--- src/design/kpef_pkg.sv ---
// ----------------------------------------------------------------------------
// kpef_pkg
// shared widths, defaults, action codes and queue control word
// ----------------------------------------------------------------------------
`default_nettype none

package kpef_pkg;

   localparam int MASK_W          = 5;
   localparam int CODE_W          = 3;
   localparam int COUNT_W         = 5;
   localparam int QUEUE_DEPTH_DEF = 16;
   localparam int KEY_COUNT_DEF   = 5;

   typedef enum logic [1:0] {
      ACT_SCAN  = 2'd0,
      ACT_POP   = 2'd1,
      ACT_CLEAR = 2'd2,
      ACT_INIT  = 2'd3
   } action_type;

   typedef struct packed {
      logic              push;
      logic              pop;
      logic              flush;
      logic [CODE_W-1:0] code;
   } queue_ctl_type;

endpackage

`default_nettype wire

--- src/design/kpef_ram.sv ---
// ----------------------------------------------------------------------------
// kpef_ram
// generic single write port ram with registered read
// ----------------------------------------------------------------------------
`default_nettype none

module kpef_ram #(
   parameter int WIDTH = 8,
   parameter int DEPTH = 16
) (
   input  wire logic                     clock,
   input  wire logic                     wr_en,
   input  wire logic [$clog2(DEPTH)-1:0] wr_addr,
   input  wire logic [WIDTH-1:0]         wr_data,
   input  wire logic [$clog2(DEPTH)-1:0] rd_addr,
   output logic      [WIDTH-1:0]         rd_data
);

   logic [WIDTH-1:0] mem_ff [DEPTH];
   logic [WIDTH-1:0] rd_data_ff;

   always_ff @(posedge clock) begin
      if (wr_en) begin
         mem_ff[wr_addr] <= wr_data;
      end
      rd_data_ff <= mem_ff[rd_addr];
   end

   assign rd_data = rd_data_ff;

endmodule

`default_nettype wire

--- src/design/kpef_queue.sv ---
// ----------------------------------------------------------------------------
// kpef_queue
// key fifo: ring pointers, fill count, head prefetch with write bypass
// ----------------------------------------------------------------------------
`default_nettype none

module kpef_queue
   import kpef_pkg::*;
#(
   parameter int QUEUE_DEPTH = QUEUE_DEPTH_DEF
) (
   input  wire logic                             clock,
   input  wire logic                             reset,
   input  wire queue_ctl_type                    ctl,
   output logic      [$clog2(QUEUE_DEPTH+1)-1:0] fill,
   output logic      [$clog2(QUEUE_DEPTH+1)-1:0] fill_next,
   output logic      [CODE_W-1:0]                head_code
);

   localparam int PTR_W  = $clog2(QUEUE_DEPTH);
   localparam int FILL_W = $clog2(QUEUE_DEPTH + 1);

   logic [PTR_W-1:0]  head_ff, head_in;
   logic [PTR_W-1:0]  tail_ff, tail_in;
   logic [FILL_W-1:0] fill_ff, fill_in;
   logic              byp_ff, byp_in;
   logic [CODE_W-1:0] byp_data_ff;
   logic [CODE_W-1:0] ram_rd_data;

   function automatic logic [PTR_W-1:0] ptr_inc(input logic [PTR_W-1:0] p);
      logic [PTR_W-1:0] r;
      if (p == PTR_W'(QUEUE_DEPTH - 1)) begin
         r = '0;
      end else begin
         r = p + 1'b1;
      end
      return r;
   endfunction

   always_comb begin
      head_in = head_ff;
      tail_in = tail_ff;
      fill_in = fill_ff;
      if (ctl.flush) begin
         head_in = '0;
         tail_in = '0;
         fill_in = '0;
      end else if (ctl.push) begin
         tail_in = ptr_inc(tail_ff);
         fill_in = fill_ff + 1'b1;
      end else if (ctl.pop) begin
         head_in = ptr_inc(head_ff);
         fill_in = fill_ff - 1'b1;
      end
   end

   // head entry written in the same cycle it is fetched
   assign byp_in = ctl.push && (tail_ff == head_in);

   always_ff @(posedge clock) begin
      if (reset) begin
         head_ff <= '0;
         tail_ff <= '0;
         fill_ff <= '0;
         byp_ff  <= 1'b0;
      end else begin
         head_ff <= head_in;
         tail_ff <= tail_in;
         fill_ff <= fill_in;
         byp_ff  <= byp_in;
      end
   end

   always_ff @(posedge clock) begin
      byp_data_ff <= ctl.code;
   end

   kpef_ram #(
      .WIDTH (CODE_W),
      .DEPTH (QUEUE_DEPTH)
   ) u_ram (
      .clock   (clock),
      .wr_en   (ctl.push),
      .wr_addr (tail_ff),
      .wr_data (ctl.code),
      .rd_addr (head_in),
      .rd_data (ram_rd_data)
   );

   assign fill      = fill_ff;
   assign fill_next = fill_in;
   assign head_code = byp_ff ? byp_data_ff : ram_rd_data;

endmodule

`default_nettype wire

--- src/design/key_press_edge_fifo.sv ---
// ----------------------------------------------------------------------------
// key_press_edge_fifo
// key press edge detector feeding a key fifo
//
//   channel  direction  handshake          payload
//   req      in         req_valid/ready    req_action, req_pressed_mask
//   rsp      out        rsp_valid/ready    rsp_key_code, rsp_queued_count,
//                                          rsp_queue_nonempty
//
// one word per cycle while rsp is not stalled; rsp valid follows the accepting req edge
// through the input register, then the result register
// the head of the fifo ram is prefetched each cycle, so a pop needs no wait
// a stalled rsp holds the result register and the input register fills;
// req_ready drops only when both are occupied
// synchronous reset clears control, previous mask and fifo pointers
// ----------------------------------------------------------------------------
`default_nettype none

module key_press_edge_fifo
   import kpef_pkg::*;
#(
   parameter int QUEUE_DEPTH = QUEUE_DEPTH_DEF,
   parameter int KEY_COUNT   = KEY_COUNT_DEF
) (
   input  wire logic               clock,
   input  wire logic               reset,
   input  wire logic               req_valid,
   output logic                    req_ready,
   input  wire logic [1:0]         req_action,
   input  wire logic [MASK_W-1:0]  req_pressed_mask,
   output logic                    rsp_valid,
   input  wire logic               rsp_ready,
   output logic      [CODE_W-1:0]  rsp_key_code,
   output logic      [COUNT_W-1:0] rsp_queued_count,
   output logic                    rsp_queue_nonempty
);

   localparam int FILL_W = $clog2(QUEUE_DEPTH + 1);

   logic              s1_valid_ff, s1_valid_in;
   action_type        s1_action_ff;
   logic [MASK_W-1:0] s1_mask_ff;
   logic [MASK_W-1:0] prev_mask_ff, prev_mask_in;

   logic               rsp_valid_ff, rsp_valid_in;
   logic [CODE_W-1:0]  rsp_key_code_ff, rsp_key_code_in;
   logic [COUNT_W-1:0] rsp_queued_count_ff;
   logic               rsp_queue_nonempty_ff;

   logic              advance;
   logic              req_take;
   logic [MASK_W-1:0] rising;
   logic [CODE_W-1:0] hit;
   logic              full;
   queue_ctl_type     ctl;
   logic [FILL_W-1:0] fill, fill_next;
   logic [CODE_W-1:0] head_code;

   assign advance   = s1_valid_ff && (!rsp_valid_ff || rsp_ready);
   assign req_ready = !s1_valid_ff || advance;
   assign req_take  = req_valid && req_ready;

   // lowest newly pressed key
   assign rising = s1_mask_ff & ~prev_mask_ff;

   always_comb begin
      hit = '0;
      for (int i = MASK_W - 1; i >= 0; i--) begin
         if ((i < KEY_COUNT) && rising[i]) begin
            hit = CODE_W'(i + 1);
         end
      end
   end

   assign full = (fill == FILL_W'(QUEUE_DEPTH));

   always_comb begin
      ctl             = '0;
      ctl.code        = hit;
      prev_mask_in    = prev_mask_ff;
      rsp_key_code_in = '0;
      if (advance) begin
         unique case (s1_action_ff)
            ACT_SCAN: begin
               if (!full) begin
                  prev_mask_in = s1_mask_ff;
                  ctl.push     = (hit != '0);
               end
            end
            ACT_POP: begin
               if (fill != '0) begin
                  ctl.pop         = 1'b1;
                  rsp_key_code_in = head_code;
               end
            end
            ACT_CLEAR: begin
               ctl.flush = 1'b1;
            end
            ACT_INIT: begin
               ctl.flush    = 1'b1;
               prev_mask_in = s1_mask_ff;
            end
            default: begin
               ctl.flush = 1'b0;
            end
         endcase
      end
   end

   kpef_queue #(
      .QUEUE_DEPTH (QUEUE_DEPTH)
   ) u_queue (
      .clock     (clock),
      .reset     (reset),
      .ctl       (ctl),
      .fill      (fill),
      .fill_next (fill_next),
      .head_code (head_code)
   );

   assign s1_valid_in  = req_take || (s1_valid_ff && !advance);
   assign rsp_valid_in = advance || (rsp_valid_ff && !rsp_ready);

   always_ff @(posedge clock) begin
      if (reset) begin
         s1_valid_ff  <= 1'b0;
         rsp_valid_ff <= 1'b0;
         prev_mask_ff <= '0;
      end else begin
         s1_valid_ff  <= s1_valid_in;
         rsp_valid_ff <= rsp_valid_in;
         prev_mask_ff <= prev_mask_in;
      end
   end

   always_ff @(posedge clock) begin
      if (req_take) begin
         s1_action_ff <= action_type'(req_action);
         s1_mask_ff   <= req_pressed_mask;
      end
      if (advance) begin
         rsp_key_code_ff       <= rsp_key_code_in;
         rsp_queued_count_ff   <= COUNT_W'(fill_next);
         rsp_queue_nonempty_ff <= (fill_next != '0);
      end
   end

   assign rsp_valid          = rsp_valid_ff;
   assign rsp_key_code       = rsp_key_code_ff;
   assign rsp_queued_count   = rsp_queued_count_ff;
   assign rsp_queue_nonempty = rsp_queue_nonempty_ff;

endmodule

`default_nettype wire

--- config.mk ---
export PLATFORM = sky130hd
export DESIGN_NAME = key_press_edge_fifo
export DESIGN_NICKNAME = d
export VERILOG_FILES = /design/src/design/kpef_pkg.sv /design/src/design/kpef_ram.sv /design/src/design/kpef_queue.sv /design/src/design/key_press_edge_fifo.sv
export SDC_FILE = /design/constraint.sdc
export NUM_CORES = 1
export LEC_CHECK = 0
export ABC_CLOCK_PERIOD_IN_PS = 3570
export CAP_MARGIN = 20
export CORE_MARGIN = 4
export CORE_UTILIZATION = 35
export CTS_BUF_LIST = sky130_fd_sc_hd__clkbuf_4 sky130_fd_sc_hd__clkbuf_8
export CTS_CLUSTER_DIAMETER = 150
export DETAILED_ROUTE_END_ITERATION = 10
export DONT_BUFFER_PORTS = 1
export PLACE_DENSITY = 0.51
export SKIP_CTS_REPAIR_TIMING = 1
export SLEW_MARGIN = 20
export SYNTH_ARGS = -nofsm -noshare
export SYNTH_HDL_FRONTEND = slang
export SYNTH_SLANG_ARGS = --single-unit
--- constraint.sdc ---
create_clock -name clock -period 3.57 [get_ports clock]
set_clock_uncertainty 0.1 [all_clocks]
set_input_delay 0.1785 -clock clock [delete_from_list [all_inputs] [get_ports clock]]
set_output_delay 0.1785 -clock clock [all_outputs]
set_load 0.02 [all_outputs]
==> flow_results.org <==
** Floorplan
- From bottom edge to top edge, the die measures 114 um.
- Die outline width :: 114 um
- Number of top-level pins :: 22
- Core ar. :: 0.0109 mm2
- The floorplan has 38 rows.
- The floorplan step defined a die boundary enclosing 0.0129 mm2.
- The initial utilization of the core area, before any placement, comes to 35.9%.

** Placed design
- The count of buffers added on input and output ports is 0.
- After detailed placement, the total cell area comes to 0.00403 mm2.
- HPWL after DPL :: 5460 um
- Post-place setup slack :: 0.381 ns
- Global placement routability congestion :: 0.750
- Counting tap cells, the placed design contains a total of 461 instances.

** STA
- Worst Slack Setup Final :: 0.318 ns
- Final hold violations :: 0
- Number of max-slew violations in the final report :: 0
- In the finished design, the share of the clock period the worst path needs comes to 91.1%.
- Final setup violation count :: 0
- Sum of negative setup slack :: 0 ns
- For the pin with the worst max-slew slack, the measured transition is 0.834 ns.
- On the final layout, the worst hold slack is 0.0497 ns.
- Setup repair after global routing left no endpoint under its margin.
- Maximum clock frequency :: 308 MHz
- Time the final worst path needs with I/O delays and setup :: 3.25 ns
- Headroom to the max-slew limit came out at 44.2%.

** GRT
- Maximum number of pins on one net before global-route repair :: 27
- Met2 global-route usage :: 21.7%
- Total GRT Usage :: 13.3%
- Number of global-route vias before repair :: 2471
- For this run the aggregate overflow at the end of global routing stands at 0.
- The first global-routing pass estimated 13100 um of wire.
- Busiest grt layer :: met2
- Global routing used 16.9% of the available met1 tracks.
- The initial antenna violation count is 0.
- Met3 capacity usage during global routing :: 3.50%

** Power
- In this run, the combinational gates consume 4.1% of the power.
- For this design the static power due to leakage is 1.52 nW.
- Total power for the finished layout comes to 2.00 mW.
- The analysis attributes to net switching a power of 0.412 mW.
- In this run, the clock network consumes 37.5% of the power.
- Switching Fraction :: 20.6%
- The internal power of the cells totals 1.59 mW.
- Power per unit of standard cell area :: 460 mW/mm2
- VDD sags by at most 0.000173 V.
- Reg power frac :: 58.4%

** Setup path
- Worst-path cell chain :: inv_1 > ha_1 > or4b_1 > and4_4 > a221oi_4 > buf_4 > nand2_1 > a32oi_1 > a221o_1
- The worst setup path is of the register to register kind.
- For flop-to-flop paths, the worst setup slack is 0.32 ns.
- Slowest cell delay on critical path :: 0.70 ns
- Launching element type of the critical path :: register
- Counting cells, the worst reg-to-reg path comes to 9.
- The endpoint identified for the worst register-to-register timing path is u_queue.u_ram.rd_data[2]$_DFF_P_.
- STA classifies the critical path endpoint as a register.
- Data arrival, critical path :: 3.45 ns
- For the worst setup path, the data required time is 3.77 ns.
- Along the worst path, the maximum fanout reaches 16.
- Crit Reg-Reg Startpoint :: u_queue.fill[0]$_SDFF_PP0_
- Slowest stage cell, crit path :: sky130_fd_sc_hd__a221oi_4

** Routing
- Average via count per standard cell :: 5.11
- Count of routing violations after the opening detailed-route iteration :: 124
- Vias :: 2488
- First-pass iteration count of the detailed router :: 4
- The final layout contains routed wiring with a total length of 8090 um.
- In the final routed layout, each cell accounts on average for 16.6 um.
- Remaining design rule violation count :: 0
- Once detail routing completed, the nets flagged for antenna violations numbered 0.

** CTS
- H-tree depth reported by CTS :: 3
- Clock insertion delay at the later pin of the skew report :: 0.35 ns
- Maximum buffer depth of the clock tree :: 2
- TritonCTS built the clock tree.
- Clock-pin slew of the registers on the worst-case setup and hold paths :: 0.08 ns
- In this run, CTS created clock tree buffers numbering 9.
- Buffer type at the clock tree root :: sky130_fd_sc_hd__clkbuf_8
- Num Clock Sinks :: 91

** Finish
- Fillers :: 1030
- Number of nets at the end of the flow :: 361
- The number of antenna diodes in the final layout is 0.
- With fillers left out, the area of the finished cells amounts to 0.00435 mm2.
- The post-route netlist has 8.36% of its cells at a drive strength greater than 1.
- Area growth from synthesis to layout :: 11.3%
- Once layout is complete, the cells apart from fillers number 487.
- Measured on the finished design, the core utilization comes to 39.9%.

** Logic synthesis
- Averaged over all synthesized cells, the footprint is 11.8 um2.
- Counting flops with a built-in enable in the synthesized netlist gives 64.
- Synthesis handed over a netlist of 332 instances.
- In the synthesized netlist the async set-or-reset flop fraction comes to 0%.
- In this run, synthesis produced a sequential element count of 91.
- Sequential cell area fraction in the yosys report :: 63.0%
- Netlist area before placement :: 0.00391 mm2
- Library cells used by synthesis :: 47
- Synthesis warning total :: 0
- Mapped Nets :: 351
- For this run, the leading register cell type out of synthesis is sky130_fd_sc_hd__edfxtp_1.

** Min path
- Worst Hold Path Cells :: 2
- Type of the worst min-delay path :: primary input to register
- Hold-critical path endpoint :: rsp_valid$_SDFF_PP0_
- The worst hold path begins at rsp_ready.

** Status
- The run finished with clean final reports.

** Flow run
- Max-cap violations in this run came to 0.
-- cell families after synthesis --
logic type | count (synthesis) | synth area share (%)
multiplexers | 10 | 2.56
AO/OA/AOI/OAI | 64 | 12.5
XOR/XNOR | 8 | 1.79
buffers and inverters | 27 | 3.40
flip-flops | 91 | 63.0
AND/OR/NAND/NOR | 124 | 14.1
adder cells (fa/ha/maj) | 8 | 2.56
-- layer usage --
| layer | wire length, um | vias up |
|---|---|---|
| met3 | 287 | 11 |
| li1 | - | 1227 |
| met4 | 153 | 0 |
| met2 | 3890 | 39 |
| met1 | 3760 | 1211 |
| met5 | 0 | - |
-- layout by cell type (no fill, tap or decap), types with 4 or more instances in the layout --
cell type	instances
sky130_fd_sc_hd__a32o_1	4
sky130_fd_sc_hd__o21ai_0	5
sky130_fd_sc_hd__nor2b_1	7
sky130_fd_sc_hd__dfxtp_1	27
sky130_fd_sc_hd__mux2i_1	10
sky130_fd_sc_hd__edfxtp_1	64
sky130_fd_sc_hd__a211oi_1	4
sky130_fd_sc_hd__nor2_1	36
sky130_fd_sc_hd__a32oi_1	6
sky130_fd_sc_hd__inv_1	12
sky130_fd_sc_hd__buf_4	4
sky130_fd_sc_hd__nand2_1	52
sky130_fd_sc_hd__nor3_1	11
sky130_fd_sc_hd__a21oi_1	20
sky130_fd_sc_hd__dlygate4sd3_1	10
sky130_fd_sc_hd__ha_1	8
sky130_fd_sc_hd__xnor2_1	7
sky130_fd_sc_hd__clkbuf_8	9
-- worst max-delay path by stage --
stage	startpoint	to	slack, ns	cells past startpoint
4_1_cts	u_queue.fill[0]$_SDFF_PP0_	u_queue.u_ram.rd_data[2]$_DFF_P_	0.36	9
3_5_place_dp	u_queue.fill[0]$_SDFF_PP0_	u_queue.u_ram.rd_data[2]$_DFF_P_	0.38	9
6_report	u_queue.fill[0]$_SDFF_PP0_	u_queue.u_ram.rd_data[2]$_DFF_P_	0.32	9
5_1_grt	u_queue.fill[0]$_SDFF_PP0_	u_queue.u_ram.rd_data[2]$_DFF_P_	0.18	9
3_3_place_gp	u_queue.fill[0]$_SDFF_PP0_	u_queue.u_ram.rd_data[1]$_DFF_P_	0.42	10
2_1_floorplan	u_queue.fill[0]$_SDFF_PP0_	u_queue.u_ram.rd_data[0]$_DFF_P_	0.88	12
-- synth_stat cells (3+ instances only) --
cell	instances	area, um2
sky130_fd_sc_hd__nor2_1	36	135
sky130_fd_sc_hd__o21ai_0	5	25.0
sky130_fd_sc_hd__mux2i_1	10	100
sky130_fd_sc_hd__buf_2	4	20.0
sky130_fd_sc_hd__inv_1	12	45.0
sky130_fd_sc_hd__nand2_1	52	195
sky130_fd_sc_hd__a22oi_1	3	22.5
sky130_fd_sc_hd__and3_1	3	18.8
sky130_fd_sc_hd__a221o_1	3	30.0
sky130_fd_sc_hd__a31oi_1	3	18.8
sky130_fd_sc_hd__a32oi_1	6	52.6
sky130_fd_sc_hd__xnor2_1	7	61.3
sky130_fd_sc_hd__a21oi_1	20	100
sky130_fd_sc_hd__edfxtp_1	64	1920
sky130_fd_sc_hd__clkbuf_1	6	22.5
sky130_fd_sc_hd__a211oi_1	4	30.0
sky130_fd_sc_hd__nand2b_1	3	18.8
sky130_fd_sc_hd__dfxtp_1	27	541
sky130_fd_sc_hd__a32o_1	4	40.0
sky130_fd_sc_hd__ha_1	8	100
sky130_fd_sc_hd__nor3_1	11	55.1
sky130_fd_sc_hd__buf_6	3	33.8
sky130_fd_sc_hd__nor2b_1	8	50.1
-- critical path, delay by kind of cell, from the launching register on --
family / cells / cell delay, ns
and+or+nand+nor: 3 / 0.97
adders and majority gates: 1 / 0.18
DFF: 1 / 0.35
AOI/OAI and AO/OA: 3 / 1.20
buffers and inverters: 2 / 0.40
-- final cells by class --
| type | instances | area (um2) | share of cell area, % |
|---|---|---|---|
| Clock buffer | 11 | 139 | 3.20 |
| Clock inverter | 5 | 77.6 | 1.78 |
| Inverter | 12 | 45.0 | 1.04 |
| Multi-Input combinational cell | 214 | 1320 | 30.3 |
| Sequential cell | 91 | 2460 | 56.6 |
| Tap cell | 140 | 175 | 4.03 |
| Timing Repair Buffer | 14 | 130 | 2.99 |
-- flip-flops by register name, indices dropped and copies added (netlist names) --
| signal | flops |
|---|---|
| prev_mask_ff | 5 |
| rsp_key_code | 3 |
| rsp_queue_nonempty | 1 |
| rsp_queued_count | 5 |
| rsp_valid | 1 |
| s1_action_ff | 2 |
| s1_mask_ff | 5 |
| s1_valid_ff | 1 |
| u_queue.byp_data_ff | 3 |
| u_queue.byp_ff | 1 |
| u_queue.fill | 5 |
| u_queue.head_ff | 4 |
| u_queue.tail_ff | 4 |
| u_queue.u_ram.mem_ff | 48 |
| u_queue.u_ram.rd_data | 3 |
-- power groups by stage --
| stage | Sequential [mW] | Combinational [mW] | Clock [mW] |
|---|---|---|---|
| after global placement | 1.19 | 0.0701 | 0 |
| final | 1.17 | 0.0822 | 0.749 |
| after detailed placement | 1.19 | 0.0704 | 0 |
| after CTS | 1.17 | 0.0709 | 0.777 |
| after global routing | 1.17 | 0.0917 | 0.820 |
| after floorplan | 1.19 | 0.0532 | 0 |
(Power assumes the default switching activity.)
